--- config.mk ---
export PLATFORM = sky130hd
export DESIGN_NAME = mbe_ctrl
export DESIGN_NICKNAME = d
export VERILOG_FILES = /design/src/hdl/mbe_pkg.sv /design/src/hdl/mbe_ctrl.sv
export SDC_FILE = /design/constraint.sdc
export NUM_CORES = 1
export LEC_CHECK = 0
export ABC_CLOCK_PERIOD_IN_PS = 4100
export BUFFER_PORTS_ARGS = -buffer_cell sky130_fd_sc_hd__clkbuf_2
export CORE_MARGIN = 2
export CORE_UTILIZATION = 40
export DETAILED_ROUTE_END_ITERATION = 16
export PLACE_DENSITY = 0.68
export SKIP_CTS_REPAIR_TIMING = 1
export SYNTH_ARGS = -nofsm -noshare
export SYNTH_HDL_FRONTEND = slang
export SYNTH_SLANG_ARGS = --single-unit
--- constraint.sdc ---
create_clock -name clk -period 4.1 [get_ports clk]
set_clock_uncertainty 0.2 [all_clocks]
set_input_delay 1.23 -clock clk [delete_from_list [all_inputs] [get_ports clk]]
set_output_delay 1.23 -clock clk [all_outputs]
set_load 0.01 [all_outputs]
--- src/hdl/mbe_pkg.sv ---
`default_nettype none
// ----------------------------------------------------------------------------
// mbe_pkg
// shared types, codes and constants of the escape-time engine
// ----------------------------------------------------------------------------
package mbe_pkg;

    // fixed field widths
    localparam int COL_W       = 12;
    localparam int ROW_W       = 12;
    localparam int COUNT_OUT_W = 16;
    localparam int INDEX_W     = 24;
    localparam int LIMIT_W     = 16;
    localparam int THR_W       = 4;
    localparam int TILE_W_W    = 13;
    localparam int CFG_DATA_W  = 64;
    localparam int CFG_IDX_W   = 3;
    localparam int S_DATA_W    = 24;
    localparam int M_DATA_W    = 40;

    // parameter defaults
    localparam int COORD_BITS_DEF   = 64;
    localparam int MAX_TILE_DIM_DEF = 4096;
    localparam int COUNT_BITS_DEF   = 16;

    // register reset values
    localparam logic [LIMIT_W-1:0]  ITER_LIMIT_RST = 16'd256;
    localparam logic [THR_W-1:0]    ESC_THR_RST    = 4'd4;
    localparam logic [TILE_W_W-1:0] TILE_WIDTH_RST = 13'd4096;

    // partial product issue counts
    localparam int PART_CNT_W = 4;
    localparam int C_ISSUES   = 8;
    localparam int Z_ISSUES   = 12;

    typedef enum logic [CFG_IDX_W-1:0] {
        REG_ORIGIN_REAL = 3'd0,
        REG_ORIGIN_IMAG = 3'd1,
        REG_STEP_REAL   = 3'd2,
        REG_STEP_IMAG   = 3'd3,
        REG_ITER_LIMIT  = 3'd4,
        REG_ESC_THR     = 3'd5,
        REG_TILE_WIDTH  = 3'd6
    } cfg_reg_t;

    typedef enum logic [2:0] {
        PK_SQR,
        PK_SQI,
        PK_ZZ,
        PK_CR,
        PK_CI
    } prod_kind_t;

    typedef enum logic [3:0] {
        ST_IDLE,
        ST_C_MUL,
        ST_C_DRAIN,
        ST_C_NEG,
        ST_C_ADD,
        ST_Z_MUL,
        ST_Z_DRAIN,
        ST_CHECK,
        ST_ROUND,
        ST_UPD_R,
        ST_UPD_I,
        ST_UPD_MAG,
        ST_FINISH
    } state_t;

    typedef struct packed {
        logic       load_item;
        logic       acc_clr;
        logic       mul_issue;
        prod_kind_t mul_kind;
        logic [1:0] mul_part;
        logic       c_neg;
        logic       c_add;
        logic       check_prep;
        logic       count_inc;
        logic       round_step;
        logic       upd_r;
        logic       upd_i;
        logic       upd_mag;
        logic       out_load;
    } dp_cmd_t;

    typedef struct packed {
        logic escape;
        logic at_limit;
    } dp_stat_t;

endpackage
`default_nettype wire

--- src/hdl/mbe_ctrl.sv ---
`default_nettype none
// ----------------------------------------------------------------------------
// mbe_ctrl
// controller: sequences partial products, escape test and z update per item
// ----------------------------------------------------------------------------
module mbe_ctrl
    import mbe_pkg::*;
(
    input  wire logic     clk,
    input  wire logic     rst_n,
    input  wire logic     s_tvalid,
    output logic          s_tready,
    output logic          m_tvalid,
    input  wire logic     m_tready,
    output dp_cmd_t       cmd,
    input  wire dp_stat_t stat
);

    state_t                state_reg;
    state_t                state_next;
    logic [PART_CNT_W-1:0] part_cnt_reg;
    logic [PART_CNT_W-1:0] part_cnt_next;
    logic                  m_tvalid_reg;
    logic                  m_tvalid_next;
    logic                  c_last;
    logic                  z_last;
    logic                  out_free;

    assign c_last   = part_cnt_reg == PART_CNT_W'(C_ISSUES - 1);
    assign z_last   = part_cnt_reg == PART_CNT_W'(Z_ISSUES - 1);
    assign out_free = !m_tvalid_reg || m_tready;

    // next state
    always_comb
    begin
        state_next = state_reg;
        unique case (state_reg)
            ST_IDLE:    if (s_tvalid) state_next = ST_C_MUL;
            ST_C_MUL:   if (c_last) state_next = ST_C_DRAIN;
            ST_C_DRAIN: state_next = ST_C_NEG;
            ST_C_NEG:   state_next = ST_C_ADD;
            ST_C_ADD:   state_next = ST_Z_MUL;
            ST_Z_MUL:   if (z_last) state_next = ST_Z_DRAIN;
            ST_Z_DRAIN: state_next = ST_CHECK;
            ST_CHECK:
            begin
                priority if (stat.escape)
                    state_next = ST_FINISH;
                else if (stat.at_limit)
                    state_next = ST_FINISH;
                else
                    state_next = ST_ROUND;
            end
            ST_ROUND:   state_next = ST_UPD_R;
            ST_UPD_R:   state_next = ST_UPD_I;
            ST_UPD_I:   state_next = ST_UPD_MAG;
            ST_UPD_MAG: state_next = ST_Z_MUL;
            ST_FINISH:  if (out_free) state_next = ST_IDLE;
            default:    state_next = ST_IDLE;
        endcase
    end

    // issue counter
    always_comb
    begin
        if ((state_reg == ST_C_MUL && !c_last) || (state_reg == ST_Z_MUL && !z_last))
            part_cnt_next = part_cnt_reg + PART_CNT_W'(1);
        else
            part_cnt_next = '0;
    end

    // outputs
    always_comb
    begin
        cmd           = '0;
        cmd.mul_kind  = PK_SQR;
        s_tready      = 1'b0;
        m_tvalid_next = m_tvalid_reg && !m_tready;
        unique case (state_reg)
            ST_IDLE:
            begin
                s_tready      = 1'b1;
                cmd.load_item = s_tvalid;
            end
            ST_C_MUL:
            begin
                cmd.mul_issue = 1'b1;
                cmd.mul_kind  = part_cnt_reg[2] ? PK_CI : PK_CR;
                cmd.mul_part  = part_cnt_reg[1:0];
            end
            ST_C_NEG:
                cmd.c_neg = 1'b1;
            ST_C_ADD:
            begin
                cmd.c_add   = 1'b1;
                cmd.acc_clr = 1'b1;
            end
            ST_Z_MUL:
            begin
                cmd.mul_issue = 1'b1;
                cmd.mul_part  = part_cnt_reg[1:0];
                unique case (part_cnt_reg[3:2])
                    2'd0:    cmd.mul_kind = PK_SQR;
                    2'd1:    cmd.mul_kind = PK_SQI;
                    default: cmd.mul_kind = PK_ZZ;
                endcase
            end
            ST_CHECK:
            begin
                cmd.check_prep = 1'b1;
                cmd.count_inc  = !stat.escape;
            end
            ST_ROUND:
                cmd.round_step = 1'b1;
            ST_UPD_R:
                cmd.upd_r = 1'b1;
            ST_UPD_I:
                cmd.upd_i = 1'b1;
            ST_UPD_MAG:
            begin
                cmd.upd_mag = 1'b1;
                cmd.acc_clr = 1'b1;
            end
            ST_FINISH:
            begin
                cmd.out_load = out_free;
                if (out_free)
                    m_tvalid_next = 1'b1;
            end
            default: ;
        endcase
    end

    always_ff @(posedge clk or negedge rst_n)
    begin
        if (!rst_n)
        begin
            state_reg    <= ST_IDLE;
            part_cnt_reg <= '0;
            m_tvalid_reg <= 1'b0;
        end
        else
        begin
            state_reg    <= state_next;
            part_cnt_reg <= part_cnt_next;
            m_tvalid_reg <= m_tvalid_next;
        end
    end

    assign m_tvalid = m_tvalid_reg;

`ifndef SYNTH
    a_accept_starts: assert property (@(posedge clk) disable iff (!rst_n)
        (s_tvalid && s_tready) |=> (state_reg == ST_C_MUL))
        else $error("accepted beat did not start the c computation");

    a_load_free: assert property (@(posedge clk) disable iff (!rst_n)
        cmd.out_load |-> (!m_tvalid_reg || m_tready))
        else $error("result overwrote an untaken beat");

    a_cnt_bound: assert property (@(posedge clk) disable iff (!rst_n)
        part_cnt_reg < PART_CNT_W'(Z_ISSUES))
        else $error("partial product counter ran past last issue");

    a_escape_ends: assert property (@(posedge clk) disable iff (!rst_n)
        (state_reg == ST_CHECK && stat.escape) |=> (state_reg == ST_FINISH))
        else $error("escape did not end iteration");
`endif

endmodule
`default_nettype wire

======== Yosys cells after proc, flatten, opt, wreduce, memory -nomap -nowiden ========
Cells that the tools add are included.
operators by class
  muxes and demuxes ....................... 24
  add/subtract/negate cells ............... 1
  eq/ne operators ......................... 19
  reduce and logical (&&, ||, !) cells .... 14
operators with widths
  kind                                                             count
  4-bit one-hot mux with 12 select lines                           1
  4-bit == test, second input constant                             6
  4-bit by 3-bit == test with 1-bit output, second input constant  5
  4-bit two-way mux                                                5
  1-bit two-way mux                                                12
  6-bit one-hot mux with 2 select lines                            1
  3-bit two-way mux                                                3
  4-bit by 2-bit == test with 1-bit output, second input constant  2
  2-bit inequality test, second input constant                     4
  1-bit zero test                                                  5
  4-bit by 1-bit adder with 4-bit output, second input constant    1
  4-bit by 1-bit == test with 1-bit output, second input constant  1
  4-bit zero test                                                  1
  2-bit one-hot mux with 2 select lines                            1
  4-bit AND reduction                                              1
  1-bit logical AND                                                3
  2-bit by 1-bit == test with 1-bit output, second input constant  1
  2-bit zero test                                                  1
  1-bit logical OR                                                 2
  2-bit two-way mux                                                1
  2-bit OR reduction                                               1
storage, ports and cells
  register bits ........................... 9
  input port bits ......................... 6
  word-level logic and storage cells ...... 61

======== Depth between registers and ports, before layout ========
Gate-level depths: netlist of the first run.
  word-level depth ........................ 5
  mapped depth ............................ 5
  mapped depth without buffers ............ 4

======== Worst setup path after synthesis of the first run ========
Ideal clock, no wire load.
  path kind ............................... in2out
  start point ............................. input port m_tready
  end point ............................... output port cmd[0] (netlist name)
  data required time ...................... 2670 ps
  path slack .............................. 1110 ps
  buffers on the path ..................... 0
  cell stages on the path ................. 2
  data arrival time ....................... 1560 ps
  path through ............................ nor2b_1 > nor3_1
RTL lines
  what         line            source
  from (decl)  mbe_ctrl.sv:14  input wire logic m_tready,
  to (decl)    mbe_ctrl.sv:15  output dp_cmd_t cmd,

==> results of run 1 <==
## worst paths after layout
kind | start | to | slack (ns) | depth (start not counted)
setup / recovery | m_tready | cmd[0] | 0.99 | 4
hold / removal | part_cnt_reg[0] | part_cnt_reg[0] | 0.28 | 1
setup reg to reg | state_reg[2] | state_reg[1] | 2.62 | 3
hold reg to reg | part_cnt_reg[0] | part_cnt_reg[0] | 0.28 | 1
max in group asynchronous | rst_n | part_cnt_reg[0] | 2.90 | 1
min in group asynchronous | rst_n | state_reg[0] | 0.62 | 1
## placed cells by master (no fill, tap or decap), types with 2 or more instances in the layout
cell and n:
nor4b_1 2, nand2_1 3, and2_1 3, dfrtp_1 9, a21oi_1 4, clkbuf_4 3, o31ai_1 2, inv_1 4
nor3_1 7, nor2b_1 2, nand3_1 2, nand2b_1 2, nor2_1 11, a31oi_1 2, o21ai_0 3, clkbuf_2 24
## through the flow
stage,total power [uW],hold WS [ns],instance area [um^2],worst slack [ns],utilization
global route,523,0.294,744,0.918,0.506
detailed placement,417,0.272,718,0.989,0.488
CTS,487,0.283,744,0.986,0.506
finish,481,0.282,744,0.995,0.506
floorplan,356,0.247,611,1.11,-
global placement,412,0.276,718,1.01,0.488
## worst max-delay path, stage by stage
cell      delay, ns
clkbuf_2       0.09
nor2b_1        0.05
nor3_1         0.16
clkbuf_2       0.15
## layer usage
metal | up-vias | track usage | part of all wire
li1 | 300 | - | -
met1 | 253 | 0.202 | 0.50
met2 | 21 | 0.227 | 0.42
met3 | 2 | 0.0255 | 0.063
met4 | 0 | 0.109 | 0.0094
met5 | - | 0 | 0
## area by class of cell
class / instances / area (um^2) / area share
multi-input combinational: 55 / 338 / 0.454
sequential: 9 / 225 / 0.303
timing repair buffer: 24 / 120 / 0.161
clock buffer: 4 / 26.3 / 0.0353
tap: 16 / 20.0 / 0.0269
inverter: 4 / 15.0 / 0.0202
## report_power, final
group | switching [uW] | internal, uW
Sequential | 57.8 | 116
Combinational | 141 | 100
Clock | 28.0 | 37.3
## Yosys cell counts (all sizes together)
library cell  number
nor2              11
dfrtp              9
nor3               8
a21oi              4
buf                4
inv                4
and2               3
nand2              3
o21ai              3
a31oi              2
nand2b             2
nand3              2
nor2b              2
nor4b              2
o31ai              2
ha                 1
nand3b             1
nand4b             1
nand4bb            1
nor3b              1
o211a              1
o21bai             1
o22ai              1
or2                1
xnor2              1
xor2               1
## logic make-up (layout without fill, tap and decap cells)
logic type,after synthesis,in the layout
flip-flops,9,9
AND/OR/NAND/NOR,38,38
buffers and inverters,8,32
AO/OA/AOI/OAI,14,14
XOR/XNOR,2,2
adder cells (fa/ha/maj),1,1
==> results.py, run 1 <==
metrics = {
    "logic_synthesis": {
        "muxShareOfSynthArea": 0,
        "syn_nets": 79,
        "synth_compound_area_frac": 0.141,
        "ys.warnings.count": 0,
        "ys_ff_latch": 9,
        "synth_top_family_by_area": "simple AND/OR/NAND/NOR gates",
        "syn_area_per_cell_um2": 8.48,
        "synth_area_leaders": "dfrtp_1, nor2_1, nor3_1",
        "synth_top_cell_by_area": "dfrtp_1",
        "synthXorXnorAreaFrac": 0.0287,
        "yosysTopAreaCellShare": 0.369,
        "synthCells": 72,
        "ys_seq_area_frac": 0.369,
        "netlist_area_um2": 611,
        "synth-simple-area-share": 0.363,
        "post_synth_fa_ha_maj_area_fraction": 0.0205,
        "ys_types": 28,
    },
    "place": {
        "place_congestion": 0.723,
        "io_buffer_count": 24,
        "placed_cells": 108,
        "dp_hpwl_um": 985,
    },
    "clock_network": {
        "clk_pin_slew_worst_paths_ns": 0.05,
        "cts_tree": "built",
        "htreeDepth": 1,
        "cts_buffers": 3,
        "clock-root-buffer": "clkbuf_4",
        "clockBufferDepth": 2,
        "clkLatencyLatePin_ns": 0.25,
        "cts_sinks": 9,
    },
    "die": {
        "start_util": 0.415,
        "die_w_um": 43.1,
        "core_region_area_um2": 1470,
        "die_area_um2": 1860,
        "pin_count": 25,
        "fp-row-count": 14,
        "chipHeight_um": 43.1,
    },
    "cells_and_area": {
        "fillCellCount": 152,
        "area_growth_pct": 21.9,
        "fin_cells": 112,
        "drive_gt1_frac": 0.302,
        "n_antenna_cell": 0,
        "final_nets": 104,
    },
    "drt": {
        "route.vias.total": 576,
        "wl_per_cell_um": 11.4,
        "viasPerCell": 5.14,
        "routed_wl_mm": 1.28,
        "drc": 0,
        "firstDrtPassIters": 4,
        "drtIter0Drc": 18,
        "ant_nets": 0,
    },
    "critical_path": {
        "worstSetupPathType": "in -> out",
        "endpoint_kind": "primary output",
        "cp.required_ns": 2.67,
        "path_max_fanout": 2,
        "crit_arrival_ns": 1.68,
        "start_kind": "input pin",
    },
    "grt": {
        "grt_pass1_wl_mm": 2.04,
        "grt_max_degree": 16,
        "grt_use_total": 0.154,
        "gr-total-overflow": 0,
        "first_global_vias": 481,
        "antenna_found_initial": 0,
    },
    "timing": {
        "slew_viol_final": 0,
        "max_clock_freq_ghz": 0.322,
        "fin_crit_ns": 3.11,
        "setup_violations": 0,
        "hold_viol_final": 0,
        "tns_ns": 0,
        "post-route-period-util": 0.757,
        "worst_slew_pin_slew_ns": 0.461,
        "slew_headroom": 0.693,
        "rsz0062_at_grt": "no",
    },
    "run_status": {
        "status": "completed",
    },
    "power": {
        "vdd_drop_max_mv": 0.321,
        "power.density_nw_per_um2": 646,
        "p_leak_uw": 0.000367,
    },
    "job": {
        "cap_violations": 0,
    },
    "hold_path": {
        "holdCritPathClass": "reg -> reg",
    },
}
Power figures use the tool's default switching activity.
==> run 2, diff against run 1 <==
--- a/config.mk
+++ b/config.mk
@@ -5,12 +5,12 @@
 export SDC_FILE = /design/constraint.sdc
 export NUM_CORES = 1
 export LEC_CHECK = 0
-export ABC_CLOCK_PERIOD_IN_PS = 4100
+export ABC_CLOCK_PERIOD_IN_PS = 2850
 export BUFFER_PORTS_ARGS = -buffer_cell sky130_fd_sc_hd__clkbuf_2
 export CORE_MARGIN = 2
 export CORE_UTILIZATION = 40
 export DETAILED_ROUTE_END_ITERATION = 16
-export PLACE_DENSITY = 0.68
+export PLACE_DENSITY = 0.71
 export SKIP_CTS_REPAIR_TIMING = 1
 export SYNTH_ARGS = -nofsm -noshare
 export SYNTH_HDL_FRONTEND = slang
==> constraint.sdc (replaced) <==
create_clock -name clk -period 2.85 [get_ports clk]
set_clock_uncertainty 0.2 [all_clocks]
set_input_delay 0.855 -clock clk [delete_from_list [all_inputs] [get_ports clk]]
set_output_delay 0.855 -clock clk [all_outputs]
set_load 0.01 [all_outputs]
==> run 2 against run 1 <==
Final area stayed put. Sequential cell count unchanged. First-iteration DRC count fell by 78%. Non-clock buffer count unchanged. Largest power group unchanged.
==> results.py, run 2 (synthesized netlist as in run 1, its figures left out) <==
metrics = {
    "critical_path": {
        "worstSetupPathType": "reg -> out",
        "slowest_delay_ns": 0.47,
        "crit_arrival_ns": 1.52,
        "path_max_fanout": 9,
        "endpoint_kind": "primary output",
        "cp.required_ns": 1.80,
        "critPathLaunch": "state_reg[0]",
        "start_kind": "flip-flop",
        "path_delay_family": "simple AND/OR/NAND/NOR gates",
        "r2r-start": "state_reg[0]",
        "path_cells": "or2_1 > nor3_4 > and2_1 > clkbuf_2",
        "cp.buffers_inverters": 1,
        "slowest_stage": "dfrtp_1",
    },
    "clock_network": {
        "htreeDepth": 1,
        "cts_tree": "built",
        "clock-root-buffer": "clkbuf_4",
        "clockBufferDepth": 2,
        "cts_buffers": 3,
        "cts_sinks": 9,
        "clkLatencyLatePin_ns": 0.25,
        "clk_pin_slew_worst_paths_ns": 0.06,
    },
    "drt": {
        "routed_wl_mm": 1.34,
        "wl_per_cell_um": 11.9,
        "route.vias.total": 590,
        "highest_layer": "met4",
        "drtIter0Drc": 4,
        "viasPerCell": 5.27,
        "drc": 0,
        "firstDrtPassIters": 4,
        "wl_met2_um": 611,
        "routed-wl-met3_um": 72,
        "met1_length_um": 642,
        "ant_nets": 0,
    },
    "grt": {
        "gr-total-overflow": 0,
        "first_global_vias": 505,
        "grt_max_degree": 16,
        "grt_use_total": 0.158,
        "antenna_found_initial": 0,
        "grt_pass1_wl_mm": 2.20,
    },
    "place": {
        "dp_hpwl_mm": 1.05,
        "place_congestion": 0.752,
        "io_buffer_count": 24,
        "dp_slack_ns": 0.476,
    },
    "timing": {
        "worst_slew_pin_slew_ns": 0.468,
        "rsz0062_at_grt": "no",
        "setup_violations": 0,
        "max_clock_freq_ghz": 0.389,
        "slew_viol_final": 0,
        "fin_crit_ns": 2.57,
        "worst_slack_ns": 0.278,
        "post-route-period-util": 0.902,
        "hold_viol_final": 0,
        "tns_ns": 0,
        "slew_headroom": 0.688,
    },
    "run_status": {
        "status": "completed",
    },
    "die": {
        "die_area_um2": 1860,
        "pin_count": 25,
        "fp-row-count": 14,
        "chipHeight_um": 43.1,
        "core_region_area_um2": 1470,
        "die_w_um": 43.1,
        "start_util": 0.415,
    },
    "job": {
        "cap_violations": 0,
    },
    "cells_and_area": {
        "n_antenna_cell": 0,
        "final_nets": 104,
        "seqCellArea_um2": 225,
        "layout_common_cells": "clkbuf_2, nor2_1, dfrtp_1",
        "area_growth_pct": 21.9,
        "fillCellCount": 158,
        "drive_gt1_frac": 0.302,
        "final_common_cell": "clkbuf_2",
        "multi_input_area_um2": 338,
    },
    "hold_path": {
        "holdCritPathClass": "in -> async",
    },
    "power": {
        "vdd_drop_max_mv": 0.430,
        "p_leak_uw": 0.000367,
        "power.density_nw_per_um2": 928,
    },
}
==> run 2: cell counts in the layout (fill, tap and decap cells not counted) <==
No cell type changed its count.
==> run 2: report_power, final <==
part           switching [uW]  internal, uW
Sequential               87.2           167
Combinational             201           144
Clock                    38.3          53.5
Total                     326           365
==> run 2: layer usage <==
layer	GRT usage	up-vias
met4	0.0909	0
met1	0.207	267
met2	0.252	18
li1	-	303
met3	0.0170	2
met5	0	-
==> run 2: cell type report <==
| type | count | share of cell area |
|---|---|---|
| well taps | 16 | 0.0269 |
| repair buffers | 24 | 0.161 |
| multi-input cells | 55 | 0.454 |
| inverters | 4 | 0.0202 |
| clock buffers | 4 | 0.0353 |
| flip-flops and latches | 9 | 0.303 |
==> run 2: stage by stage <==
stage	cell area, um^2	cells	total power (uW)	hold slack (ns)	utilization
6_report	744	112	691	0.245	0.506
5_1_grt	744	112	760	0.245	0.506
4_1_cts	744	112	702	0.242	0.506
3_5_place_dp	718	108	604	0.308	0.488
3_3_place_gp	718	108	592	0.275	0.488
2_1_floorplan	611	72	512	0.247	-
==> run 2: final timing paths <==
kind / end / slack [ns] / depth (start not counted)
worst min-delay path: part_cnt_reg[2] / 0.25 / 1
min in group clk: part_cnt_reg[0] / 0.30 / 1
max in group asynchronous: state_reg[2] / 2.02 / 1
worst min register to register: part_cnt_reg[0] / 0.30 / 1
worst max-delay path: cmd[16] / 0.28 / 4
worst max register to register: state_reg[0] / 1.35 / 3
==> run 3, diff against run 2 <==
--- a/config.mk
+++ b/config.mk
@@ -7,10 +7,12 @@
 export LEC_CHECK = 0
 export ABC_CLOCK_PERIOD_IN_PS = 2850
 export BUFFER_PORTS_ARGS = -buffer_cell sky130_fd_sc_hd__clkbuf_2
+export CELL_PAD_IN_SITES_DETAIL_PLACEMENT = 1
+export CELL_PAD_IN_SITES_GLOBAL_PLACEMENT = 1
 export CORE_MARGIN = 2
-export CORE_UTILIZATION = 40
+export CORE_UTILIZATION = 29
 export DETAILED_ROUTE_END_ITERATION = 16
-export PLACE_DENSITY = 0.71
+export PLACE_DENSITY_LB_ADDON = 0.1
 export SKIP_CTS_REPAIR_TIMING = 1
 export SYNTH_ARGS = -nofsm -noshare
 export SYNTH_HDL_FRONTEND = slang
==> run 3 against run 2 <==
Highest routed layer unchanged. Sequential power about the same. Clock power is 1% higher. Non-clock buffer count stayed put. First-iteration DRC count shrank 50%. Combinational power increased by 1%. Power is 0.99% higher. Via count up 1.4%. Sequential cell count is the same. Sequential share of layout area fell by 0.55 points. Register-to-register slack got worse by 0.03 ns. Count of clock-buffer cells in the layout is the same.
==> results.py, run 3 (synthesized netlist as in run 1, its figures left out) <==
metrics = {
    "run_status": {
        "status": "completed",
    },
    "clock_network": {
        "clockBufferDepth": 2,
        "htreeDepth": 1,
        "clk_pin_slew_worst_paths_ns": 0.06,
        "cts_sinks": 9,
        "clkLatencyLatePin_ns": 0.25,
        "cts_tree": "built",
        "cts_buffers": 3,
        "clock-root-buffer": "clkbuf_4",
    },
    "timing": {
        "max_clock_freq_ghz": 0.383,
        "slew_viol_final": 0,
        "hold_viol_final": 0,
        "post-route-period-util": 0.916,
        "slew_headroom": 0.678,
        "setup_violations": 0,
        "rsz0062_at_grt": "no",
        "worst_slew_pin_slew_ns": 0.483,
        "fin_crit_ns": 2.61,
        "tns_ns": 0,
    },
    "drt": {
        "drtIter0Drc": 2,
        "wl_per_cell_um": 12.2,
        "route.vias.total": 598,
        "drc": 0,
        "ant_nets": 0,
        "viasPerCell": 4.86,
        "firstDrtPassIters": 3,
        "routed_wl_mm": 1.50,
    },
    "cells_and_area": {
        "final_common_cell": "clkbuf_2",
        "final_nets": 104,
        "seqCellArea_um2": 225,
        "fin_area_um2": 758,
        "drive_gt1_frac": 0.302,
        "n_antenna_cell": 0,
        "fillCellCount": 249,
        "fin_cells": 123,
        "layout_common_cells": "clkbuf_2, nor2_1, dfrtp_1",
        "area_growth_pct": 24.2,
        "multi_input_area_um2": 338,
    },
    "critical_path": {
        "crit_arrival_ns": 1.55,
        "start_kind": "flip-flop",
        "cp.required_ns": 1.80,
        "endpoint_kind": "primary output",
        "worstSetupPathType": "reg -> out",
        "slowest_delay_ns": 0.47,
        "path_max_fanout": 9,
        "slowest_stage": "dfrtp_1",
        "path_cells": "or2_1 > nor3_4 > and2_1 > clkbuf_2",
    },
    "grt": {
        "first_global_vias": 629,
        "gr-total-overflow": 0,
        "grt_max_degree": 16,
        "antenna_found_initial": 0,
        "grt_pass1_wl_mm": 2.70,
        "grt_use_total": 0.137,
    },
    "die": {
        "pin_count": 25,
        "start_util": 0.308,
        "die_area_um2": 2490,
        "die_w_um": 49.9,
        "chipHeight_um": 49.9,
        "fp-row-count": 16,
        "core_region_area_um2": 1980,
    },
    "power": {
        "vdd_drop_max_mv": 0.460,
        "p_leak_uw": 0.000367,
        "power.density_nw_per_um2": 920,
    },
    "place": {
        "place_area_um2": 732,
        "dp_hpwl_mm": 1.17,
        "placed_cells": 119,
        "io_buffer_count": 24,
        "place_congestion": 0.689,
    },
    "job": {
        "cap_violations": 0,
    },
    "hold_path": {
        "holdCritPathClass": "in -> async",
    },
}
-- run 3: routing by layer --
metal / routed length, um / GRT usage / vias to the layer above
li1: - / - / 307
met1: 717 / 0.188 / 274
met2: 695 / 0.218 / 15
met3: 79 / 0.0455 / 2
met4: 9 / 0.0139 / 0
met5: 0 / 0 / -
-- run 3: final timing paths --
check / slack (ns) / startpoint / depth (start not counted) / end
max: 0.24 / state_reg[0] / 4 / cmd[16]
min: 0.24 / rst_n / 1 / state_reg[2]
max reg2reg: 1.32 / state_reg[2] / 3 / state_reg[1]
min reg2reg: 0.28 / part_cnt_reg[0] / 1 / part_cnt_reg[0]
max in group asynchronous: 2.01 / rst_n / 1 / m_tvalid
min in group clk: 0.28 / part_cnt_reg[0] / 1 / part_cnt_reg[0]
-- run 3: report_power, final --
| group | internal (uW) | switching, uW | total (uW) |
|---|---|---|---|
| registers | 167 | 88.6 | 256 |
| clock network | 53.6 | 39.4 | 93.1 |
| logic | 144 | 205 | 349 |
-- run 3: layout make-up --
class,count,share of cell area
sequential,9,0.297
multi-input combinational,55,0.446
clock buffer,4,0.0347
tap,27,0.0446
timing repair buffer,24,0.158
inverter,4,0.0198
-- run 3: stage by stage --
step,hold slack [ns],total power (uW),setup slack (ns),util
final,0.245,698,0.240,0.383
after global routing,0.262,765,0.151,0.383
after CTS,0.247,708,0.229,0.383
after detailed placement,0.280,611,0.480,0.369
after global placement,0.279,606,0.502,0.369
after floorplan,0.247,512,0.610,-
-- run 3: worst max-delay path, delay by kind of cell, from the launching register on --
kind,cells,cell delay (ns)
buffers and inverters,1,0.12
AND/OR/NAND/NOR,3,0.71
flip-flops,1,0.47
