==> src/hdl/mbe_pkg.sv <==
`default_nettype none
// ----------------------------------------------------------------------------
// mbe_pkg
// shared types, codes and constants of the escape-time engine
// ----------------------------------------------------------------------------
package mbe_pkg;

    // fixed field widths
    localparam int COL_W       = 12;
    localparam int ROW_W       = 12;
    localparam int COUNT_OUT_W = 16;
    localparam int INDEX_W     = 24;
    localparam int LIMIT_W     = 16;
    localparam int THR_W       = 4;
    localparam int TILE_W_W    = 13;
    localparam int CFG_DATA_W  = 64;
    localparam int CFG_IDX_W   = 3;
    localparam int S_DATA_W    = 24;
    localparam int M_DATA_W    = 40;

    // parameter defaults
    localparam int COORD_BITS_DEF   = 64;
    localparam int MAX_TILE_DIM_DEF = 4096;
    localparam int COUNT_BITS_DEF   = 16;

    // register reset values
    localparam logic [LIMIT_W-1:0]  ITER_LIMIT_RST = 16'd256;
    localparam logic [THR_W-1:0]    ESC_THR_RST    = 4'd4;
    localparam logic [TILE_W_W-1:0] TILE_WIDTH_RST = 13'd4096;

    // partial product issue counts
    localparam int PART_CNT_W = 4;
    localparam int C_ISSUES   = 8;
    localparam int Z_ISSUES   = 12;

    typedef enum logic [CFG_IDX_W-1:0] {
        REG_ORIGIN_REAL = 3'd0,
        REG_ORIGIN_IMAG = 3'd1,
        REG_STEP_REAL   = 3'd2,
        REG_STEP_IMAG   = 3'd3,
        REG_ITER_LIMIT  = 3'd4,
        REG_ESC_THR     = 3'd5,
        REG_TILE_WIDTH  = 3'd6
    } cfg_reg_t;

    typedef enum logic [2:0] {
        PK_SQR,
        PK_SQI,
        PK_ZZ,
        PK_CR,
        PK_CI
    } prod_kind_t;

    typedef enum logic [3:0] {
        ST_IDLE,
        ST_C_MUL,
        ST_C_DRAIN,
        ST_C_NEG,
        ST_C_ADD,
        ST_Z_MUL,
        ST_Z_DRAIN,
        ST_CHECK,
        ST_ROUND,
        ST_UPD_R,
        ST_UPD_I,
        ST_UPD_MAG,
        ST_FINISH
    } state_t;

    typedef struct packed {
        logic       load_item;
        logic       acc_clr;
        logic       mul_issue;
        prod_kind_t mul_kind;
        logic [1:0] mul_part;
        logic       c_neg;
        logic       c_add;
        logic       check_prep;
        logic       count_inc;
        logic       round_step;
        logic       upd_r;
        logic       upd_i;
        logic       upd_mag;
        logic       out_load;
    } dp_cmd_t;

    typedef struct packed {
        logic escape;
        logic at_limit;
    } dp_stat_t;

endpackage
`default_nettype wire

==> src/hdl/mbe_cfg.sv <==
`default_nettype none
// ----------------------------------------------------------------------------
// mbe_cfg
// configuration register file, one write per beat
// ----------------------------------------------------------------------------
module mbe_cfg
    import mbe_pkg::*;
#(
    parameter int COORD_BITS = COORD_BITS_DEF
)
(
    input  wire logic                         clk,
    input  wire logic                         rst_n,
    input  wire logic                         cfg_valid,
    output logic                              cfg_ready,
    input  wire logic [CFG_IDX_W-1:0]         cfg_index,
    input  wire logic [CFG_DATA_W-1:0]        cfg_data,
    output logic signed [COORD_BITS-1:0]      origin_real,
    output logic signed [COORD_BITS-1:0]      origin_imag,
    output logic signed [COORD_BITS-1:0]      step_real,
    output logic signed [COORD_BITS-1:0]      step_imag,
    output logic [LIMIT_W-1:0]                iter_limit,
    output logic [THR_W-1:0]                  esc_thr,
    output logic [TILE_W_W-1:0]               tile_width
);

    logic signed [COORD_BITS-1:0] origin_real_reg;
    logic signed [COORD_BITS-1:0] origin_imag_reg;
    logic signed [COORD_BITS-1:0] step_real_reg;
    logic signed [COORD_BITS-1:0] step_imag_reg;
    logic [LIMIT_W-1:0]           iter_limit_reg;
    logic [THR_W-1:0]             esc_thr_reg;
    logic [TILE_W_W-1:0]          tile_width_reg;

    assign cfg_ready = 1'b1;

    always_ff @(posedge clk or negedge rst_n)
    begin
        if (!rst_n)
        begin
            origin_real_reg <= '0;
            origin_imag_reg <= '0;
            step_real_reg   <= '0;
            step_imag_reg   <= '0;
            iter_limit_reg  <= ITER_LIMIT_RST;
            esc_thr_reg     <= ESC_THR_RST;
            tile_width_reg  <= TILE_WIDTH_RST;
        end
        else if (cfg_valid)
        begin
            // unknown index: write dropped
            case (cfg_index)
                REG_ORIGIN_REAL: origin_real_reg <= cfg_data[COORD_BITS-1:0];
                REG_ORIGIN_IMAG: origin_imag_reg <= cfg_data[COORD_BITS-1:0];
                REG_STEP_REAL:   step_real_reg   <= cfg_data[COORD_BITS-1:0];
                REG_STEP_IMAG:   step_imag_reg   <= cfg_data[COORD_BITS-1:0];
                REG_ITER_LIMIT:  iter_limit_reg  <= cfg_data[LIMIT_W-1:0];
                REG_ESC_THR:     esc_thr_reg     <= cfg_data[THR_W-1:0];
                REG_TILE_WIDTH:  tile_width_reg  <= cfg_data[TILE_W_W-1:0];
                default:         ;
            endcase
        end
    end

    assign origin_real = origin_real_reg;
    assign origin_imag = origin_imag_reg;
    assign step_real   = step_real_reg;
    assign step_imag   = step_imag_reg;
    assign iter_limit  = iter_limit_reg;
    assign esc_thr     = esc_thr_reg;
    assign tile_width  = tile_width_reg;

endmodule
`default_nettype wire

==> config.mk <==
export PLATFORM = sky130hd
export DESIGN_NAME = mbe_cfg
export DESIGN_NICKNAME = d
export VERILOG_FILES = /design/src/hdl/mbe_pkg.sv /design/src/hdl/mbe_cfg.sv
export SDC_FILE = /design/constraint.sdc
export NUM_CORES = 1
export LEC_CHECK = 0
export BUFFER_PORTS_ARGS = -buffer_cell sky130_fd_sc_hd__buf_2
export CORE_MARGIN = 2
export CORE_UTILIZATION = 51
export DETAILED_ROUTE_END_ITERATION = 8
export GPL_TIMING_DRIVEN = 0
export MAX_ROUTING_LAYER = met4
export PLACE_DENSITY = 0.91
export SYNTH_ARGS = -nofsm -noshare
export SYNTH_HDL_FRONTEND = slang
export SYNTH_SLANG_ARGS = --single-unit
==> constraint.sdc <==
create_clock -name clk -period 1 [get_ports clk]
set_input_delay 0.1 -clock clk [delete_from_list [all_inputs] [get_ports clk]]
set_output_delay 0.1 -clock clk [all_outputs]
set_load 0.05 [all_outputs]
==> Word level (Yosys, flattened, before mapping) <==
Index checks and enable logic that the tools add are counted.
{ "op_classes": {"n_addsub": 0, "mul": 0, "n_div": 0, "n_lt_le_gt_ge": 0, "n_eq_ne": 6, "shifts": 0, "n_mux": 0, "bitwise": 0, "n_reduce_logical": 8} }
{ "ops": {"columns": ["operator", "n"], "rows": [
  ["2-bit AND reduction", 7],
  ["3-bit equality test (second input constant)", 3],
  ["3-bit by 2-bit equality test with 1-bit output (second input constant)", 2],
  ["3-bit by 1-bit equality test with 1-bit output (second input constant)", 1],
  ["3-bit logical NOT", 1]
]} }
{ "word_totals": {"ff_bits": 289, "latchBits": 0, "mem_bits_rw": 0, "rom_bits": 0, "inputBits": 70, "word_cells": 21, "mem_count": 0} }

==> Longest topological paths before layout <==
Gate-level depths: netlist (run 1).
{ "depth": {"depth_word": 2, "depth_mapped": 4, "mapped_depth_nobuf": 2} }

==> Worst setup path after synthesis (run 1) <==
OpenSTA, ideal clock, no wires.
{ "synth_timing": {"path_kind": "in2reg", "start": "in cfg_index[0]", "end": "reg origin_real_reg[0], in the netlist origin_real[0]", "setup_time_ns": 0.125, "t_arrival_ns": 1.048, "setup_slack_ns": -0.173, "stages": 4, "n_path_buf": 2, "cell_sequence": "nor4b_2 > buf_4 > buf_8 > mux2_2"} }
{ "synth_via": {"elab_chain_len": 2} }
{ "synth_rtl": {"columns": ["item", "line", "source"], "rows": [
  ["start: declaration", "mbe_cfg.sv:16", "input wire logic [CFG_IDX_W-1:0] cfg_index,"],
  ["3-bit logical NOT", "mbe_cfg.sv:52", "case (cfg_index)"],
  ["2-bit AND reduction (no line)", null, null],
  ["end signal: assignment", "mbe_cfg.sv:53", "REG_ORIGIN_REAL: origin_real_reg <= cfg_data[COORD_BITS-1:0];"],
  ["end: declaration", "mbe_cfg.sv:27", "logic signed [COORD_BITS-1:0] origin_real_reg;"]
]} }
No other way between the ends.
A chain may end at the register's enable or synchronous reset.

==> Worst setup path in the final report (run 1) <==
{ "layout_timing": {"start": "reg esc_thr_reg[2], in the netlist esc_thr[2]", "end": "out esc_thr[2]"} }
{ "layout_lines": {"columns": ["item", "line", "source"], "rows": [
  ["start: declaration", "mbe_cfg.sv:32", "logic [THR_W-1:0] esc_thr_reg;"],
  ["start signal: assignment", "mbe_cfg.sv:58", "REG_ESC_THR: esc_thr_reg <= cfg_data[THR_W-1:0];"],
  ["end: declaration", "mbe_cfg.sv:23", "output logic [THR_W-1:0] esc_thr,"]
]} }
No word-level cell between the ends.

==> results of run 1 <==
kinds of logic (layout without fill, tap and decap cells):
kind of cell | after synthesis | after routing | synth area share, %
mux | 289 | 289 | 32.53
flops | 289 | 289 | 62.89
buf+inv | 32 | 735 | 3.871
simple gates | 7 | 7 | 0.6850
other cells | 1 | 3 | 0.03259
metrics by stage:
step | power (mW) | TNS (ns) | std cells
floorplan | 28.50 | -24.15 | 618
global placement | 32.36 | -1606.79 | 1256
detailed placement | 32.83 | -122.70 | 1258
CTS | 48.78 | -60.28 | 1495
global route | 53.33 | -69.12 | 1603
finish | 52.18 | -62.49 | 1603
layout make-up:
type                            count  area [µm²]  area share [%]
Clock buffer                       43       818.3           4.278
Clock inverter                     10       82.58          0.4317
Timing Repair Buffer              650        6066           31.71
Tap cell                          280       350.3           1.832
Multi-Input combinational cell    297        4115           21.51
Antenna cell                        2       5.005         0.02616
Sequential cell                   289        7236           37.83
Buffer                             32       455.4           2.381
layout by cell type, fill, tap and decap left out, drive strengths merged:
cell type and instances:
nor4b 1, clkinvlp 3, buf 618, dfrtp 286, diode 2, conb 1
and4bb 3, dlygate4sd3 64, mux2 289, nand4b 3, bufinv 1, clkinv 6
dfstp 3, clkbuf 43
repair_timing:
item                                    in CTS  in global routing
hold endpoints to repair                   357                 68
gates resized for setup                    581                 21
buffers inserted                           120                106
endpoints found under the setup margin     289                289
Yosys cell counts, drive strengths merged:
library cell	number	area share, %
mux2	289	33
dfrtp	286	62
buf	32	3.9
and4bb	3	0.33
dfstp	3	0.69
nand4b	3	0.23
conb	1	0.033
nor4b	1	0.13
power by group through the flow:
stage	Clock, mW	Sequential (mW)	Combinational (mW)
final	10.8	16.9	24.5
after global routing	11.3	17.0	25.0
after CTS	10.5	16.3	22.0
after detailed placement	0	15.9	16.9
after global placement	0	15.8	16.6
after floorplan	0	25.0	3.53
worst register-to-register path: cells and delay by family, from the launching register on:
| family | cells | cell delay [ns] |
|---|---|---|
| flip-flops | 1 | 0.42 |
| multiplexers | 1 | 0.29 |
| buffers and inverters | 3 | 0.36 |
metal layers:
metal,global-route usage (%),routed length [µm],part of all wire (%),vias up
met5,-,0,0,-
met4,13.57,2392,5.2,0
met3,7.061,3568,7.8,179
met2,61.99,23780,52,600
met1,40.14,16140,35,4678
li1,-,-,-,3556
path summary, 6_finish.rpt:
kind                                  from  cells after the start              end
setup reg to reg           origin_imag[17]                      4  origin_imag[17]
max in group asynchronous            rst_n                      2    step_imag[22]
hold / removal                       rst_n                      1    step_real[52]
min in group clk                 cfg_valid                      3    tile_width[1]
setup / recovery                esc_thr[2]                      1       esc_thr[2]
hold reg to reg              step_imag[34]                      1    step_imag[34]
==> metrics.cfg, run 1 <==
[power]
switchingPower_mw = 21.29
p_clk_share_pct = 20.7
seqPwrFrac_pct = 32.3
combinationalPowerShare_pct = 47.0
peakVddDrop_mv = 2.150
p_int_mw = 30.89
swShare_pct = 40.81
powerDensity_nw_per_um2 = 2728
leakage_nw = 9.388

[timing]
layout_min_cycle_time_ns = 1.392
final_max_slew_viol_count = 0
hold_ws_ns = -0.4821
finalSetupViolCount = 366
max_freq_mhz = 718.2
timing.final.hold_violations = 75
worst_slack_ns = -0.3924
finalCritPeriodShare_pct = 139.2
slew_headroom_pct = 56.70
tightestPinTransition_ns = 0.6495
clock_skew_ns = 0
grt_setup_unrepaired = yes

[cts]
clk_latency_ns = 0.52
clockBufferDepth = 3
path_clk_slew_ns = 0.07
ctsHoldBuffers = 64
clockRootBuffer = clkbuf_16
cts.sinks = 289
htreeDepth = 1
cts_tree = done
numCtsBuffers = 29

[route]
num_vias = 9013
final_antenna_net_count = 0
avgViaCountPerCell = 5.623
drt-initial-drc-count = 466
post_drt_wl_per_cell_um = 28.62
first_pass_iters = 6
drc = 0
routed_wl_mm = 45.88

[critical_path]
cp_num_buf_inv = 1
path_cells = buf_8
cp.required_ns = 0.90
cp_max_fo = 2
crit_arrival_ns = 1.29
cp-start-kind = register
end_kind = output pin
cp_slowest_stage_delay_ns = 0.59
path_delay_family = flip-flops
r2r_slack_ns = -0.19
critical_path_class = register to output pin
critPathSlowestCell = dfstp_2

[grt]
grt_max_degree = 124
grt_pass1_wl_mm = 61.52
grtUsageTotal_pct = 35.34
grt.overflow.total = 0
grt_pass1_vias = 9607
antenna_found_initial = 2

[hold_path]
worst_hold_path_type = input port to async pin

[logic_synthesis]
synth-seq-cells = 289
synth_cell_types = 14
synth.avg_cell_area_um2 = 18.62
synth-seq-area-share_pct = 62.89
yosys_warnings = 0
netlist_area_um2 = 11510
synthesis.nets = 688
netlist_instances = 618

[run_status]
violations = hold timing, setup timing
status = finished with violations

[floorplanning]
row_count = 54
core_area_um2 = 21960
ioPinCount = 360
die_w_um = 154.2
die_h_um = 154.2
die_area_um2 = 23780
start_util_pct = 52.40

[placed_design]
dpl_worst_slack_ns = -0.4904
dpl-instance-area_um2 = 13990
dp_hpwl_mm = 20.09
numPortBuffers = 358
gp_congestion = 0.7944

[layout]
final_cell_area_um2 = 19130
nFillCells = 810
nets = 1369
fin_util_pct = 87.11
syn2layout_area_growth_pct = 66.25
drive_gt1_share_pct = 72.29

[flow_run]
cap_violations = 0

Note: power is estimated with default switching activity, not from simulation.
==> inputs of run 2 (changes only) <==
--- a/config.mk
+++ b/config.mk
@@ -6,8 +6,11 @@
 export NUM_CORES = 1
 export LEC_CHECK = 0
 export BUFFER_PORTS_ARGS = -buffer_cell sky130_fd_sc_hd__buf_2
+export CELL_PAD_IN_SITES_DETAIL_PLACEMENT = 1
+export CELL_PAD_IN_SITES_GLOBAL_PLACEMENT = 2
 export CORE_MARGIN = 2
-export CORE_UTILIZATION = 51
+export CORE_UTILIZATION = 36
+export CTS_CLUSTER_DIAMETER = 30
 export DETAILED_ROUTE_END_ITERATION = 8
 export GPL_TIMING_DRIVEN = 0
 export MAX_ROUTING_LAYER = met4
==> run 2 against run 1 <==
Against the previous run: the flow still finishes with violations (hold timing, setup timing); sequential share of layout area decreased by 3.4 points; die area up 40%; maximum frequency grew 2.7%; register-to-register slack better by 0.09 ns; power up 26%; wire length rose by 12%.
==> metrics.cfg, run 2 (synthesis results as in run 1) <==
[power]
peakVddDrop_mv = 1.744  ; was 2.150 mV
powerDensity_nw_per_um2 = 3141  ; was 2728 nW/µm²
totalPowerFinal_mw = 65.98  ; was 52.18 mW
leakage_nw = 10.25  ; was 9.388 nW

[critical_path]
cp-start-kind = register  ; unchanged
crit_arrival_ns = 1.26  ; was 1.29 ns
cp_max_fo = 2  ; unchanged
path_delay_family = flip-flops  ; unchanged
critPathSlowestCell = dfstp_2  ; unchanged
cp_num_buf_inv = 1  ; unchanged
path_cells = buf_8  ; unchanged
end_kind = output pin  ; unchanged
critical_path_class = register to output pin  ; unchanged
cp.required_ns = 0.90  ; about the same
cp_slowest_stage_delay_ns = 0.55  ; was 0.59 ns

[route]
first_pass_iters = 4  ; was 6
final_antenna_net_count = 0  ; unchanged
drc = 0  ; unchanged
num_vias = 8925  ; was 9013
post_drt_wl_per_cell_um = 28.13  ; was 28.62 µm
routed_wl_mm = 51.48  ; was 45.88 mm
drt-initial-drc-count = 350  ; was 466
avgViaCountPerCell = 4.877  ; was 5.623

[layout]
nets = 1438  ; was 1369
drive_gt1_share_pct = 74.23  ; was 72.29%
fin_util_pct = 66.73  ; was 87.11%
final_common_cell = buf_6  ; unchanged
multi_input_area_um2 = 4104  ; was 4115 µm²
regArea_um2 = 7236  ; unchanged
final_cell_area_um2 = 21000  ; was 19130 µm²
nFillCells = 2774  ; was 810
syn2layout_area_growth_pct = 82.54  ; was 66.25%
final_cell_mix = buf_6, dfrtp_1, buf_4, mux2_4, mux2_2  ; unchanged

[floorplanning]
core_area_um2 = 31470  ; was 21960 µm²
row_count = 65  ; was 54
ioPinCount = 360  ; unchanged
die_area_um2 = 33410  ; was 23780 µm²
start_util_pct = 36.56  ; was 52.40%
die_w_um = 182.8  ; was 154.2 µm
die_h_um = 182.8  ; was 154.2 µm

[placed_design]
dpl_worst_slack_ns = -0.5177  ; was -0.4904 ns
gp_congestion = 0.7760  ; was 0.7944
dp_hpwl_mm = 22.11  ; was 20.09 mm
numPortBuffers = 358  ; unchanged
dpl-instance-area_um2 = 14140  ; was 13990 µm²

[timing]
tns_ns = -64.86  ; was -62.49 ns
timing.final.hold_violations = 141  ; was 75
worst_slack_ns = -0.3554  ; was -0.3924 ns
grt_setup_unrepaired = yes  ; unchanged
hold_ws_ns = -0.5487  ; was -0.4821 ns
layout_min_cycle_time_ns = 1.355  ; was 1.392 ns
finalCritPeriodShare_pct = 135.5  ; was 139.2%
slew_headroom_pct = 50.19  ; was 56.70%
clock_skew_ns = 0  ; unchanged
tightestPinTransition_ns = 0.7472  ; was 0.6495 ns
finalSetupViolCount = 358  ; was 366
max_freq_mhz = 737.8  ; was 718.2 MHz
final_max_slew_viol_count = 0  ; unchanged

[cts]
cts.sinks = 289  ; unchanged
clockBufferDepth = 3  ; unchanged
clk_latency_ns = 0.55  ; was 0.52 ns
clockRootBuffer = clkbuf_16  ; unchanged
ctsHoldBuffers = 63  ; was 64
path_clk_slew_ns = 0.05  ; was 0.07 ns
cts_tree = done  ; unchanged
numCtsBuffers = 70  ; was 29
htreeDepth = 3  ; was 1

[run_status]
status = finished with violations  ; unchanged
violations = hold timing, setup timing  ; unchanged

[grt]
grtUsageTotal_pct = 28.85  ; was 35.34%
grt_max_degree = 124  ; unchanged
antenna_found_initial = 4  ; was 2
grt_pass1_vias = 10190  ; was 9607
grt.overflow.total = 0  ; unchanged
grt_pass1_wl_mm = 68.83  ; was 61.52 mm

[flow_run]
cap_violations = 0  ; unchanged

[hold_path]
worst_hold_path_type = input port to async pin  ; unchanged

run 2: cell types whose count changed in the layout (fill, tap and decap cells not counted), moves of 2 or more:
cell        change
clkbuf_16      +44
mux2_2          +3
clkbuf_1        +2
mux2_4          -3
clkinv_4        +4
clkinvlp_4      +3
buf_6           -5
clkinv_2        +4
bufinv_16       +8
inv_6           +5
diode_2         +2
clkbuf_8        +5
buf_4          +34
run 2: worst paths after layout:
| path | start | to | slack [ns] | depth (start not counted) |
|---|---|---|---|---|
| min in group clk | cfg_data[2] | origin_real[2] | 0.04 | 2 |
| max reg2reg | step_real[58] | step_real[58] | -0.10 | 3 |
| max in group asynchronous | rst_n | step_imag[10] | 0.49 | 2 |
| max | esc_thr[2] | esc_thr[2] | -0.36 | 1 |
| min | rst_n | step_imag[62] | -0.55 | 1 |
| min reg2reg | step_imag[1] | step_imag[1] | 0.53 | 1 |
run 2: area by class of cell:
type                    instances  share of cell area (%)
flip-flops and latches        289                   34.45
repair buffers                678                   29.78
multi-input cells             297                   19.54
clock buffers                  94                   9.502
well taps                     402                   2.395
plain buffers                  32                   2.168
clock inverters                34                   2.115
diodes                          4                 0.04766
run 2: stage by stage:
| step | cells | hold slack (ns) |
|---|---|---|
| 2_1_floorplan | 618 | -0.1956 |
| 3_3_place_gp | 1378 | 0.3772 |
| 3_5_place_dp | 1380 | 0.03080 |
| 4_1_cts | 1715 | -0.5508 |
| 5_1_grt | 1830 | -0.5470 |
| 6_report | 1830 | -0.5487 |
run 2: timing repair:
item                       in CTS  in global routing
pin swaps                       0                  0
hold endpoints to repair      510                 48
setup endpoints to repair     289                289
gates resized for setup       581                 13
setup buffers                 144                111
run 2: power breakdown:
group,switching [mW],total [mW],internal (mW)
clock network,7.83,24.2,16.3
registers,2.48,16.8,14.3
logic,14.1,25.0,10.9
run 2: layer usage:
layer | up-vias | wire (µm) | GRT usage (%)
met5 | - | 0 | -
met4 | 0 | 2501 | 11.74
met3 | 152 | 2704 | 6.950
met2 | 375 | 28040 | 53.66
met1 | 4677 | 18230 | 28.93
li1 | 3721 | - | -
==> inputs of run 3 (changes only) <==
==> config.mk (replaced) <==
export PLATFORM = sky130hd
export DESIGN_NAME = mbe_cfg
export DESIGN_NICKNAME = d
export VERILOG_FILES = /design/src/hdl/mbe_pkg.sv /design/src/hdl/mbe_cfg.sv
export SDC_FILE = /design/constraint.sdc
export NUM_CORES = 1
export LEC_CHECK = 0
export BUFFER_PORTS_ARGS = -buffer_cell sky130_fd_sc_hd__buf_2
export CORE_MARGIN = 2
export CORE_UTILIZATION = 47
export CTS_CLUSTER_DIAMETER = 30
export DETAILED_ROUTE_END_ITERATION = 8
export GPL_TIMING_DRIVEN = 0
export MAX_ROUTING_LAYER = met4
export PLACE_DENSITY = 0.85
export SLEW_MARGIN = 10
export SYNTH_ARGS = -nofsm -noshare
export SYNTH_HDL_FRONTEND = slang
export SYNTH_SLANG_ARGS = --single-unit
==> run 3 against run 2 <==
Against the previous run: the flow still finishes with violations (hold timing, setup timing); highest routed layer unchanged; die area shrank 23%; largest cell class unchanged; wire length shrank 11%; critical endpoint is now iter_limit[8]; first-iteration DRC count grew 61%; global-route usage grew 3.5 points; combinational power shrank 3%.
==> metrics.cfg, run 3 (synthesis results as in run 1) <==
[critical_path]
cp.required_ns = 0.90  ; about the same
cp_slowest_stage_delay_ns = 0.58  ; was 0.55 ns
path_cells = buf_8  ; unchanged
crit_arrival_ns = 1.28  ; was 1.26 ns
cp_num_buf_inv = 1  ; unchanged
end_kind = output pin  ; unchanged
critPathSlowestCell = dfstp_2  ; unchanged
critical_path_class = register to output pin  ; unchanged
cp_max_fo = 2  ; unchanged
cp-start-kind = register  ; unchanged
path_delay_family = flip-flops  ; unchanged

[floorplanning]
start_util_pct = 47.59  ; was 36.56%
die_h_um = 160.5  ; was 182.8 µm
row_count = 57  ; was 65
die_area_um2 = 25750  ; was 33410 µm²
core_area_um2 = 24180  ; was 31470 µm²
die_w_um = 160.5  ; was 182.8 µm
ioPinCount = 360  ; unchanged

[hold_path]
worst_hold_path_type = input port to async pin  ; unchanged

[layout]
multi_input_area_um2 = 4108  ; was 4104 µm²
nFillCells = 996  ; was 2774
drive_gt1_share_pct = 73.60  ; was 74.23%
final_cell_area_um2 = 19980  ; was 21000 µm²
final_cells = 1680  ; was 1830
antenna_cells = 0  ; was 4
final_cell_mix = buf_6, dfrtp_1, buf_4, mux2_4, mux2_2  ; unchanged
nets = 1385  ; was 1438
syn2layout_area_growth_pct = 73.64  ; was 82.54%
fin_util_pct = 82.64  ; was 66.73%
regArea_um2 = 7237  ; was 7236 µm²
final_common_cell = buf_6  ; unchanged

[power]
leakage_nw = 9.750  ; was 10.25 nW
peakVddDrop_mv = 2.093  ; was 1.744 mV
powerDensity_nw_per_um2 = 2955  ; was 3141 nW/µm²

[timing]
slew_headroom_pct = 57.42  ; was 50.19%
finalSetupViolCount = 345  ; was 358
final_max_slew_viol_count = 0  ; unchanged
layout_min_cycle_time_ns = 1.385  ; was 1.355 ns
hold_ws_ns = -0.5040  ; was -0.5487 ns
worst_slack_ns = -0.3850  ; was -0.3554 ns
timing.final.hold_violations = 75  ; was 141
finalCritPeriodShare_pct = 138.5  ; was 135.5%
clock_skew_ns = 0  ; unchanged
max_freq_mhz = 722.0  ; was 737.8 MHz
tightestPinTransition_ns = 0.6387  ; was 0.7472 ns
grt_setup_unrepaired = yes  ; unchanged

[route]
avgViaCountPerCell = 5.331  ; was 4.877
final_antenna_net_count = 0  ; unchanged
drc = 0  ; unchanged
post_drt_wl_per_cell_um = 27.14  ; was 28.13 µm
routed_wl_mm = 45.60  ; was 51.48 mm
num_vias = 8956  ; was 8925
first_pass_iters = 6  ; was 4
drt-initial-drc-count = 562  ; was 350

[cts]
numCtsBuffers = 53  ; was 70
clockRootBuffer = clkbuf_16  ; unchanged
clk_latency_ns = 0.55  ; about the same
ctsHoldBuffers = 64  ; was 63
cts.sinks = 289  ; unchanged
clockBufferDepth = 3  ; unchanged
path_clk_slew_ns = 0.06  ; was 0.05 ns
htreeDepth = 2  ; was 3
cts_tree = done  ; unchanged

[placed_design]
dp.cells = 1302  ; was 1380
dpl-instance-area_um2 = 14040  ; was 14140 µm²
dpl_worst_slack_ns = -0.4908  ; was -0.5177 ns
gp_congestion = 0.7929  ; was 0.7760
numPortBuffers = 358  ; unchanged
dp_hpwl_mm = 19.68  ; was 22.11 mm

[grt]
grtUsageTotal_pct = 32.34  ; was 28.85%
grt_pass1_wl_mm = 61.07  ; was 68.83 mm
grt_max_degree = 115  ; was 124
grt_pass1_vias = 9608  ; was 10190
grt.overflow.total = 0  ; unchanged
antenna_found_initial = 0  ; was 4

[flow_run]
cap_violations = 0  ; unchanged

[run_status]
violations = hold timing, setup timing  ; unchanged
status = finished with violations  ; unchanged

[run 3: cell count changes in the layout (fill, tap and decap cells not counted), moves of 3 or more]
| cell | change |
|---|---|
| buf_6 | +4 |
| diode_2 | -4 |
| clkinvlp_4 | +3 |
| clkbuf_16 | -20 |
| buf_4 | -42 |
| clkinv_2 | -3 |
| clkbuf_1 | -9 |
| clkinv_4 | +3 |
| bufinv_16 | -6 |
[run 3: report_power, final]
part	internal, mW	switching (mW)
Sequential	14.3	2.52
Combinational	10.6	13.7
Clock	11.3	6.61
[run 3: layout make-up]
| class | count | share of cell area [%] |
|---|---|---|
| clock inverter | 30 | 1.447 |
| clock buffer | 66 | 7.383 |
| tap | 324 | 2.029 |
| sequential | 289 | 36.22 |
| timing repair buffer | 642 | 30.06 |
| multi-input combinational | 297 | 20.56 |
| buffer | 32 | 2.298 |
[run 3: metal layers]
| metal | track usage [%] | up-vias | routed length [µm] |
|---|---|---|---|
| li1 | - | 3599 | - |
| met1 | 36.78 | 4674 | 15910 |
| met2 | 54.45 | 552 | 24290 |
| met3 | 7.980 | 131 | 3516 |
| met4 | 14.29 | 0 | 1874 |
| met5 | - | - | 0 |
[run 3: path summary, 6_finish.rpt]
kind | from | end | slack [ns] | cells after the start
setup / recovery | iter_limit[8] | iter_limit[8] | -0.38 | 1
hold / removal | rst_n | origin_real[50] | -0.50 | 1
setup reg to reg | step_real[61] | step_real[61] | -0.10 | 3
hold reg to reg | iter_limit[1] | iter_limit[1] | 0.53 | 1
max in group asynchronous | rst_n | origin_imag[28] | 0.49 | 2
min in group clk | cfg_index[1] | origin_real[50] | 0.23 | 4
[run 3: per-stage QoR]
step,hold slack [ns],setup TNS [ns],power [mW]
global route,-0.4785,-71.23,60.33
finish,-0.5040,-62.92,59.03
floorplan,-0.1956,-24.15,28.50
CTS,-0.5052,-60.49,55.88
global placement,0.3755,-1616.06,32.39
detailed placement,0.07920,-116.16,32.79
[run 3: timing repair]
action / in CTS / in global routing
endpoints found under the hold margin: 350 / 61
endpoints found under the setup margin: 289 / 295
gates resized for setup: 581 / 21
pin swaps: 0 / 0
buffers inserted: 118 / 101
